$ cat src/msrc_pkg.sv
// shared types, constants and crc function for the modbus reply checker
package msrc_pkg;

  localparam logic [15:0] CrcInit      = 16'hFFFF;
  localparam logic [15:0] CrcPoly      = 16'hA001;
  localparam logic [15:0] TimeoutReset = 16'd1000;
  localparam logic        CmdReset     = 1'b1;
  localparam logic [7:0]  CountMax     = 8'hFF;
  localparam logic [15:0] TickMax      = 16'hFFFF;

  typedef enum logic [1:0] {
    FUNC_START  = 2'd0,
    FUNC_BYTE   = 2'd1,
    FUNC_TICK   = 2'd2,
    FUNC_REINIT = 2'd3
  } func_e;

  typedef enum logic [1:0] {
    PH_READY = 2'd0,
    PH_BUSY  = 2'd1,
    PH_DONE  = 2'd2
  } phase_e;

  typedef enum logic [2:0] {
    OC_PENDING = 3'd0,
    OC_VALID   = 3'd1,
    OC_CRC     = 3'd2,
    OC_TIMEOUT = 3'd3,
    OC_UNUSUAL = 3'd4
  } outcome_e;

  typedef enum logic {
    CFG_TIMEOUT = 1'b0,
    CFG_COMMAND = 1'b1
  } cfg_idx_e;

  typedef struct packed {
    logic        send_request;
    logic [1:0]  phase;
    logic [2:0]  outcome;
    logic [15:0] reading;
  } result_t;

  function automatic logic [15:0] crc_feed(input logic [15:0] crc, input logic [7:0] b);
    logic [15:0] c;
    c = crc ^ {8'h00, b};
    for (int k = 0; k < 8; k++) begin
      if (c[0]) begin
        c = (c >> 1) ^ CrcPoly;
      end else begin
        c = c >> 1;
      end
    end
    return c;
  endfunction

endpackage

$ cat src/msrc_core.sv
// reply checker state and single-pass next-state logic
module msrc_core import msrc_pkg::*; (
  input  logic        clk_i,
  input  logic        rst_ni,
  input  logic        en_i,
  input  logic [1:0]  func_i,
  input  logic [7:0]  rx_byte_i,
  input  logic        frame_end_i,
  input  logic [15:0] timeout_ticks_i,
  input  logic        command_kind_i,
  output result_t     result_o
);

  phase_e      phase_q, phase_d;
  outcome_e    outcome_q, outcome_d;
  logic [15:0] crc_q, crc_d;
  logic [7:0]  count_q, count_d;
  logic [7:0]  older_q, older_d;
  logic [7:0]  newer_q, newer_d;
  logic [15:0] value_q, value_d;
  logic [15:0] tick_q, tick_d;
  outcome_e    oc;

  always_comb begin
    phase_d   = phase_q;
    outcome_d = outcome_q;
    crc_d     = crc_q;
    count_d   = count_q;
    older_d   = older_q;
    newer_d   = newer_q;
    value_d   = value_q;
    tick_d    = tick_q;
    result_o.send_request = 1'b0;
    unique case (func_e'(func_i))
      FUNC_START: begin
        if (phase_q == PH_READY) begin
          phase_d = PH_BUSY;
          crc_d   = CrcInit;
          count_d = '0;
          older_d = '0;
          newer_d = '0;
          tick_d  = '0;
          result_o.send_request = command_kind_i;
        end
      end
      FUNC_BYTE: begin
        if (phase_q == PH_BUSY) begin
          if (count_q >= 8'd2) begin
            crc_d = crc_feed(crc_q, older_q);
          end
          if (command_kind_i) begin
            if (count_q == 8'd3) begin
              value_d = {rx_byte_i, value_q[7:0]};
            end else if (count_q == 8'd4) begin
              value_d = {value_q[15:8], rx_byte_i};
            end
          end
          if (frame_end_i) begin
            if (count_q < 8'd4) begin
              outcome_d = OC_CRC;
            end else if ({rx_byte_i, newer_q} != crc_d) begin
              outcome_d = OC_CRC;
            end else if (command_kind_i) begin
              outcome_d = (value_d <= 16'd1) ? OC_VALID : OC_UNUSUAL;
            end
            phase_d = PH_DONE;
          end
          older_d = newer_q;
          newer_d = rx_byte_i;
          if (count_q != CountMax) begin
            count_d = count_q + 8'd1;
          end
        end
      end
      FUNC_TICK: begin
        if (phase_q == PH_BUSY) begin
          if (tick_q != TickMax) begin
            tick_d = tick_q + 16'd1;
          end
          if (tick_d >= timeout_ticks_i) begin
            outcome_d = OC_TIMEOUT;
            phase_d   = PH_DONE;
          end
        end
      end
      FUNC_REINIT: begin
        phase_d   = PH_READY;
        outcome_d = OC_TIMEOUT;
      end
      default: ;
    endcase
    oc = (phase_d == PH_DONE) ? outcome_d : OC_PENDING;
    result_o.phase   = phase_d;
    result_o.outcome = oc;
    result_o.reading = (oc == OC_VALID || oc == OC_UNUSUAL) ? value_d : 16'd0;
  end

  always_ff @(posedge clk_i or negedge rst_ni) begin
    if (!rst_ni) begin
      phase_q   <= PH_READY;
      outcome_q <= OC_TIMEOUT;
      crc_q     <= CrcInit;
      count_q   <= '0;
      older_q   <= '0;
      newer_q   <= '0;
      value_q   <= '0;
      tick_q    <= '0;
    end else if (en_i) begin
      phase_q   <= phase_d;
      outcome_q <= outcome_d;
      crc_q     <= crc_d;
      count_q   <= count_d;
      older_q   <= older_d;
      newer_q   <= newer_d;
      value_q   <= value_d;
      tick_q    <= tick_d;
    end
  end

endmodule

$ cat src/msrc_out_reg.sv
// result register with valid/stall handshake toward the receiver
module msrc_out_reg import msrc_pkg::*; (
  input  logic    clk_i,
  input  logic    rst_ni,
  input  logic    valid_i,
  input  result_t result_i,
  output logic    ready_o,
  output logic    out_valid_o,
  input  logic    out_stall_i,
  output result_t result_o
);

  logic    valid_q;
  result_t data_q;

  assign ready_o     = !valid_q || !out_stall_i;
  assign out_valid_o = valid_q;
  assign result_o    = data_q;

  always_ff @(posedge clk_i or negedge rst_ni) begin
    if (!rst_ni) begin
      valid_q <= 1'b0;
    end else if (ready_o) begin
      valid_q <= valid_i;
    end
  end

  always_ff @(posedge clk_i) begin
    if (ready_o && valid_i) begin
      data_q <= result_i;
    end
  end

endmodule

$ cat src/modbus_sensor_reply_checker_unit.sv
// top level of the modbus rtu reply checker
//
// input channel: in_valid_i / in_stall_o carry one item (func, rx_byte,
// frame_end); each item yields exactly one result item on the output
// channel out_valid_o / out_stall_i (send_request, phase, outcome, reading).
// an accepted item is held in an input register, evaluated in one pass
// against the checker state and captured in the result register once
// that register can take it. throughput is one item per cycle unless the
// receiver stalls; the crc update is one byte per pass.
// when the receiver stalls, the result register holds, the input register
// holds its item and in_stall_o rises once both are occupied.
// reset clears both registers, puts the checker in ready with outcome
// timeout and crc 0xffff, and loads timeout_ticks 1000 and command_kind 1.
// configuration writes (cfg_we_i, cfg_index_i, cfg_data_i) take effect on
// the next edge; the user, not the block, must ensure no item is in flight.
module modbus_sensor_reply_checker_unit import msrc_pkg::*; (
  input  logic        clk_i,
  input  logic        rst_ni,
  input  logic        cfg_we_i,
  input  logic        cfg_index_i,
  input  logic [15:0] cfg_data_i,
  input  logic        in_valid_i,
  output logic        in_stall_o,
  input  logic [1:0]  func_i,
  input  logic [7:0]  rx_byte_i,
  input  logic        frame_end_i,
  output logic        out_valid_o,
  input  logic        out_stall_i,
  output logic        send_request_o,
  output logic [1:0]  phase_o,
  output logic [2:0]  outcome_o,
  output logic [15:0] reading_o
);

  logic [15:0] timeout_q;
  logic        command_q;
  logic        in_valid_q;
  logic [1:0]  func_q;
  logic [7:0]  byte_q;
  logic        end_q;
  logic        advance;
  logic        take;
  result_t     core_res;
  result_t     out_res;

  always_ff @(posedge clk_i or negedge rst_ni) begin
    if (!rst_ni) begin
      timeout_q <= TimeoutReset;
      command_q <= CmdReset;
    end else if (cfg_we_i) begin
      unique case (cfg_idx_e'(cfg_index_i))
        CFG_TIMEOUT: timeout_q <= cfg_data_i;
        CFG_COMMAND: command_q <= cfg_data_i[0];
        default: ;
      endcase
    end
  end

  assign take       = !in_valid_q || advance;
  assign in_stall_o = !take;

  always_ff @(posedge clk_i or negedge rst_ni) begin
    if (!rst_ni) begin
      in_valid_q <= 1'b0;
    end else if (take) begin
      in_valid_q <= in_valid_i;
    end
  end

  always_ff @(posedge clk_i) begin
    if (take && in_valid_i) begin
      func_q <= func_i;
      byte_q <= rx_byte_i;
      end_q  <= frame_end_i;
    end
  end

  msrc_core u_core (
    .clk_i          (clk_i),
    .rst_ni         (rst_ni),
    .en_i           (in_valid_q && advance),
    .func_i         (func_q),
    .rx_byte_i      (byte_q),
    .frame_end_i    (end_q),
    .timeout_ticks_i(timeout_q),
    .command_kind_i (command_q),
    .result_o       (core_res)
  );

  msrc_out_reg u_out (
    .clk_i      (clk_i),
    .rst_ni     (rst_ni),
    .valid_i    (in_valid_q),
    .result_i   (core_res),
    .ready_o    (advance),
    .out_valid_o(out_valid_o),
    .out_stall_i(out_stall_i),
    .result_o   (out_res)
  );

  assign send_request_o = out_res.send_request;
  assign phase_o        = out_res.phase;
  assign outcome_o      = out_res.outcome;
  assign reading_o      = out_res.reading;

endmodule
$ cat config.mk
export PLATFORM = sky130hd
export DESIGN_NAME = modbus_sensor_reply_checker_unit
export DESIGN_NICKNAME = d
export VERILOG_FILES = /design/src/msrc_pkg.sv /design/src/msrc_core.sv /design/src/msrc_out_reg.sv /design/src/modbus_sensor_reply_checker_unit.sv
export SDC_FILE = /design/constraint.sdc
export NUM_CORES = 1
export LEC_CHECK = 0
export BUFFER_PORTS_ARGS = -buffer_cell sky130_fd_sc_hd__buf_2
export CORE_MARGIN = 4
export CORE_UTILIZATION = 55
export CTS_CLUSTER_DIAMETER = 80
export DETAILED_ROUTE_END_ITERATION = 7
export PLACE_DENSITY = 0.84
export SLEW_MARGIN = 20
export SYNTH_ARGS = -nofsm -noshare
export SYNTH_HDL_FRONTEND = slang
export SYNTH_SLANG_ARGS = --single-unit
$ cat constraint.sdc
create_clock -name clk_i -period 4 [get_ports clk_i]
set_clock_uncertainty 0.1 [all_clocks]
set_input_delay 0.4 -clock clk_i [delete_from_list [all_inputs] [get_ports clk_i]]
set_output_delay 0.4 -clock clk_i [all_outputs]
set_load 0.01 [all_outputs]
==> results.md <==
## Power
• 0.000398 V — worst IR drop on VDD
• 34.0% — switching power share of the total
• 35.9% — Gate power share
• 29.8% — clock share of power
• 34.3% — portion of total power attributed to sequential cells
• 618 nW/um^2 — Pwr Density
• 3.80 nW — cell leakage power
• 3.50 mW — internal power
• 5.30 mW — Total Power Consumption
• 1.80 mW — P_sw

## Place
• 0.898 — routability congestion estimate from global placement
• 56 — count of input and output buffers
• 11000 um — HPWL reported at the end of detailed placement

## STA
• 0 — number of hold-slack violations in the final timing report
• 99.8% — share of the cycle needed by the critical path after routing
• 0 — total setup violations reported at the end of the flow
• 3.99 ns — Tmin final
• true — setup repair after global routing missed its margin
• 0 — Pins Over Slew Limit
• 0.961 ns — slew at the pin closest to its max-slew limit
• 35.7% — headroom to the max-slew limit
• 250 MHz — upper clock frequency limit

## Setup path
• 0.006 ns — minimum setup slack among reg-to-reg paths
• reg2reg — classification of the worst setup path
• u_core.tick_q[1] — launch instance of the worst register-to-register path
• u_out.result_o[10] — endpoint of the worst-slack reg-to-reg timing path
• 4.15 ns — Crit path arrival time
• 19 — number of cell instances on the worst register-to-register path
• 4.15 ns — CP required
• flip-flop — startpoint types
• 8 — CP max FO
• flip-flop — Critical Path Sink Type

## CTS
• 4 — deepest level of the CTS H-tree
• done — TritonCTS clock tree
• 0.44 ns — clock latency reported for the late side of the worst-skew pair
• 0.06 ns — clock transition at the register clock pins on the worst setup and hold paths after CTS
• 17 — clock buffers created by TritonCTS
• 2 — maximum clock insertion buffer count
• 129 — clock net sink count
• sky130_fd_sc_hd__clkbuf_16 — CTS root buffer

## Floorplanning
• 12600 um^2 — placeable core region
• 121 um — die span in x
• 56.1% — starting density of the core
• 121 um — Die Ht
• 57 — Boundary Pins
• 14700 um^2 — die area
• 41 — std cell rows

## Synthesis
• 70 — count of distinct cell types in the synthesized netlist
• 25.2% — share of Yosys cell area claimed by the top area cell type
• 7060 um^2 — Synth Cell Area
• 48.5% — proportion of synthesized chip area in sequential cells
• sky130_fd_sc_hd__dfrtp_1 — most frequently used flop master after synthesis
• 0 — total number of yosys warnings
• 71 x sky130_fd_sc_hd__dfrtp_1, 62 x sky130_fd_sc_hd__nand2_1, 42 x sky130_fd_sc_hd__o21ai_0 — most common library cells after synthesis
• sky130_fd_sc_hd__dfrtp_1 — dominant cell by count in the synthesized netlist
• sky130_fd_sc_hd__dfrtp_1 25%, sky130_fd_sc_hd__edfxtp_1 14%, sky130_fd_sc_hd__dfstp_2 9.3%, sky130_fd_sc_hd__ha_1 3.4%, sky130_fd_sc_hd__nand2_1 3.3% — cell types with the largest area share after synthesis
• 688 — net count after synthesis
• sky130_fd_sc_hd__dfrtp_1 — post-synthesis cell type with the largest combined area
• 129 — number of register bits inferred by synthesis
• 74.4% — async set-reset flop share out of synthesis
• 636 — number of cells produced by synthesis
• 33 — count of flip-flops with a built-in enable after synthesis
• 11.1 um^2 — synthesized area per cell

## Outcome
• completed — outcome

## GRT
• 26700 um — first-pass GRT wire length
• 23.4% — global router's overall resource usage
• 0 — number of antenna violations at the first check in global routing
• 0 — total gr overflow
• 5484 — via count of the first global-routing pass
• 82 — largest net degree at the start of global routing

## Hold path
• in2reg — kind of path behind the tightest hold check
• rx_byte_i[0] — Worst Min Path Start
• 1 — worst hold stages
• byte_q[0] — terminating pin of the worst hold path

## Finish
• 0 — number of antenna cells inserted
• 784 — final-stage net count
• 21.6% — synthesis-to-finish area growth
• 31.8% — layout cell share with drive strength beyond 1
• 889 — count of filler cells inserted in the layout
• 68.3% — core utilization of the finished layout

## Drt
• 5.91 — detail-routed via count per cell
• 17200 um — DRT Wirelength
• 0 — DRT antenna net count
• 0 — Remaining DRCs
• 18.7 um — detailed-route wire length per cell
• 5 — first-pass iteration count of the detailed router
• 5424 — via count of the routed design
• 398 — initial drt markers

## Run
• 0 — max-cap viol count

registers in the layout (all words and copies together) (netlist names):
name               flops
in_valid_q             1
u_core.outcome_q       3
u_core.value_q        16
byte_q                 8
timeout_q             16
u_core.count_q         8
u_core.newer_q         8
u_core.older_q         8
u_core.crc_q          16
func_q                 2
u_out.result_o        22
command_q              1
u_core.phase_q         2
u_core.tick_q         16
end_q                  1
u_out.out_valid_o      1
timing repair:
item	in CTS	in global routing
hold buffers	0	1
resized for setup	7	35
endpoints found under the hold margin	0	42
endpoints found under the setup margin	16	18
cloned	0	3
pin swaps	2	19
buffers inserted	1	14
metal layers:
layer / track usage, % / vias up / routed length (um)
met3: 5.41 / 49 / 807
met5: 0 / - / 0
met2: 38.7 / 168 / 8710
li1: - / 2521 / -
met1: 29.0 / 2686 / 7110
met4: 11.1 / 0 / 539
cells in the final DEF (no fill, tap or decap), types with 12 or more instances in the layout:
cell type                   count
sky130_fd_sc_hd__edfxtp_1      33
sky130_fd_sc_hd__a22o_1        22
sky130_fd_sc_hd__o21ai_0       38
sky130_fd_sc_hd__xor2_1        17
sky130_fd_sc_hd__nor2_1        35
sky130_fd_sc_hd__clkbuf_16     18
sky130_fd_sc_hd__dfrtp_1       71
sky130_fd_sc_hd__inv_1         27
sky130_fd_sc_hd__a211oi_2      15
sky130_fd_sc_hd__nor3_1        12
sky130_fd_sc_hd__mux2_2        20
sky130_fd_sc_hd__ha_1          18
sky130_fd_sc_hd__nand2_1       59
sky130_fd_sc_hd__xnor2_1       22
sky130_fd_sc_hd__dfstp_2       25
sky130_fd_sc_hd__buf_4         38
sky130_fd_sc_hd__mux2i_1       22
sky130_fd_sc_hd__a21oi_1       23
sky130_fd_sc_hd__buf_2         55
worst max path at each step:
| stage | from | endpoint | slack [ns] | depth (start not counted) |
|---|---|---|---|---|
| 2_1_floorplan | u_core.tick_q[0] | u_out.result_o[10] | 0.02 | 20 |
| 4_1_cts | u_core.tick_q[0] | u_out.result_o[15] | -0.0008 | 19 |
| 6_report | u_core.tick_q[1] | u_out.result_o[10] | 0.006 | 19 |
| 5_1_grt | u_core.tick_q[0] | u_out.result_o[8] | -0.19 | 19 |
| 3_3_place_gp | u_core.tick_q[0] | u_out.result_o[1] | 0.05 | 18 |
| 3_5_place_dp | u_core.tick_q[0] | u_out.result_o[1] | -0.11 | 18 |
kinds of logic after synthesis:
kind of cell | share of synthesized area [%]
AND/OR/NAND/NOR | 13.6
AO/OA/AOI/OAI | 15.1
flip-flops | 48.5
XOR/XNOR | 10.1
buffers and inverters | 3.09
multiplexers | 6.31
adder cells (fa/ha/maj) | 3.37
power by group through the flow:
stage / Combinational [mW] / Clock (mW) / Sequential, mW
3_3_place_gp: 1.73 / 0 / 1.81
3_5_place_dp: 1.77 / 0 / 1.83
2_1_floorplan: 1.36 / 0 / 1.78
4_1_cts: 1.80 / 1.59 / 1.81
5_1_grt: 2.05 / 1.65 / 1.85
6_report: 1.91 / 1.58 / 1.82
critical path: stages (launching register included):
cell	delay, ns
sky130_fd_sc_hd__dfrtp_1	0.37
sky130_fd_sc_hd__ha_2	0.20
sky130_fd_sc_hd__nand2_2	0.08
sky130_fd_sc_hd__nor4_4	0.31
sky130_fd_sc_hd__nand3_2	0.14
sky130_fd_sc_hd__buf_6	0.15
sky130_fd_sc_hd__nand2_4	0.06
sky130_fd_sc_hd__nor3_1	0.05
sky130_fd_sc_hd__xnor2_1	0.27
sky130_fd_sc_hd__ha_1	0.30
sky130_fd_sc_hd__a21o_1	0.18
sky130_fd_sc_hd__a21o_1	0.17
sky130_fd_sc_hd__a21oi_1	0.18
sky130_fd_sc_hd__o21ai_2	0.13
sky130_fd_sc_hd__o21ai_2	0.19
sky130_fd_sc_hd__a21oi_2	0.11
sky130_fd_sc_hd__o21ai_4	0.24
sky130_fd_sc_hd__buf_6	0.16
sky130_fd_sc_hd__nand3_4	0.15
sky130_fd_sc_hd__a211oi_2	0.27
metrics by stage:
| step | setup WS [ns] | instances | hold slack, ns | cell area, um^2 | TNS, ns |
|---|---|---|---|---|---|
| detailed placement | -0.107 | 866 | 0.381 | 7650 | -1.37 |
| global route | -0.192 | 917 | 0.0392 | 8580 | -2.44 |
| global placement | 0.0497 | 866 | 0.371 | 7650 | 0 |
| floorplan | 0.0231 | 636 | 0.00441 | 7070 | 0 |
| finish | 0.00630 | 917 | 0.0365 | 8580 | 0 |
| CTS | -0.000796 | 899 | 0.0262 | 8290 | -0.000796 |
final cells by class:
cell class | instances | area [um^2] | share of cell area [%]
well taps | 172 | 215 | 2.51
flip-flops and latches | 129 | 3420 | 39.9
multi-input cells | 457 | 3600 | 41.9
repair buffers | 99 | 627 | 7.31
clock buffers | 20 | 478 | 5.57
clock inverters | 12 | 130 | 1.52
inverters | 28 | 105 | 1.23
Note: power is estimated with default switching activity, not from simulation.
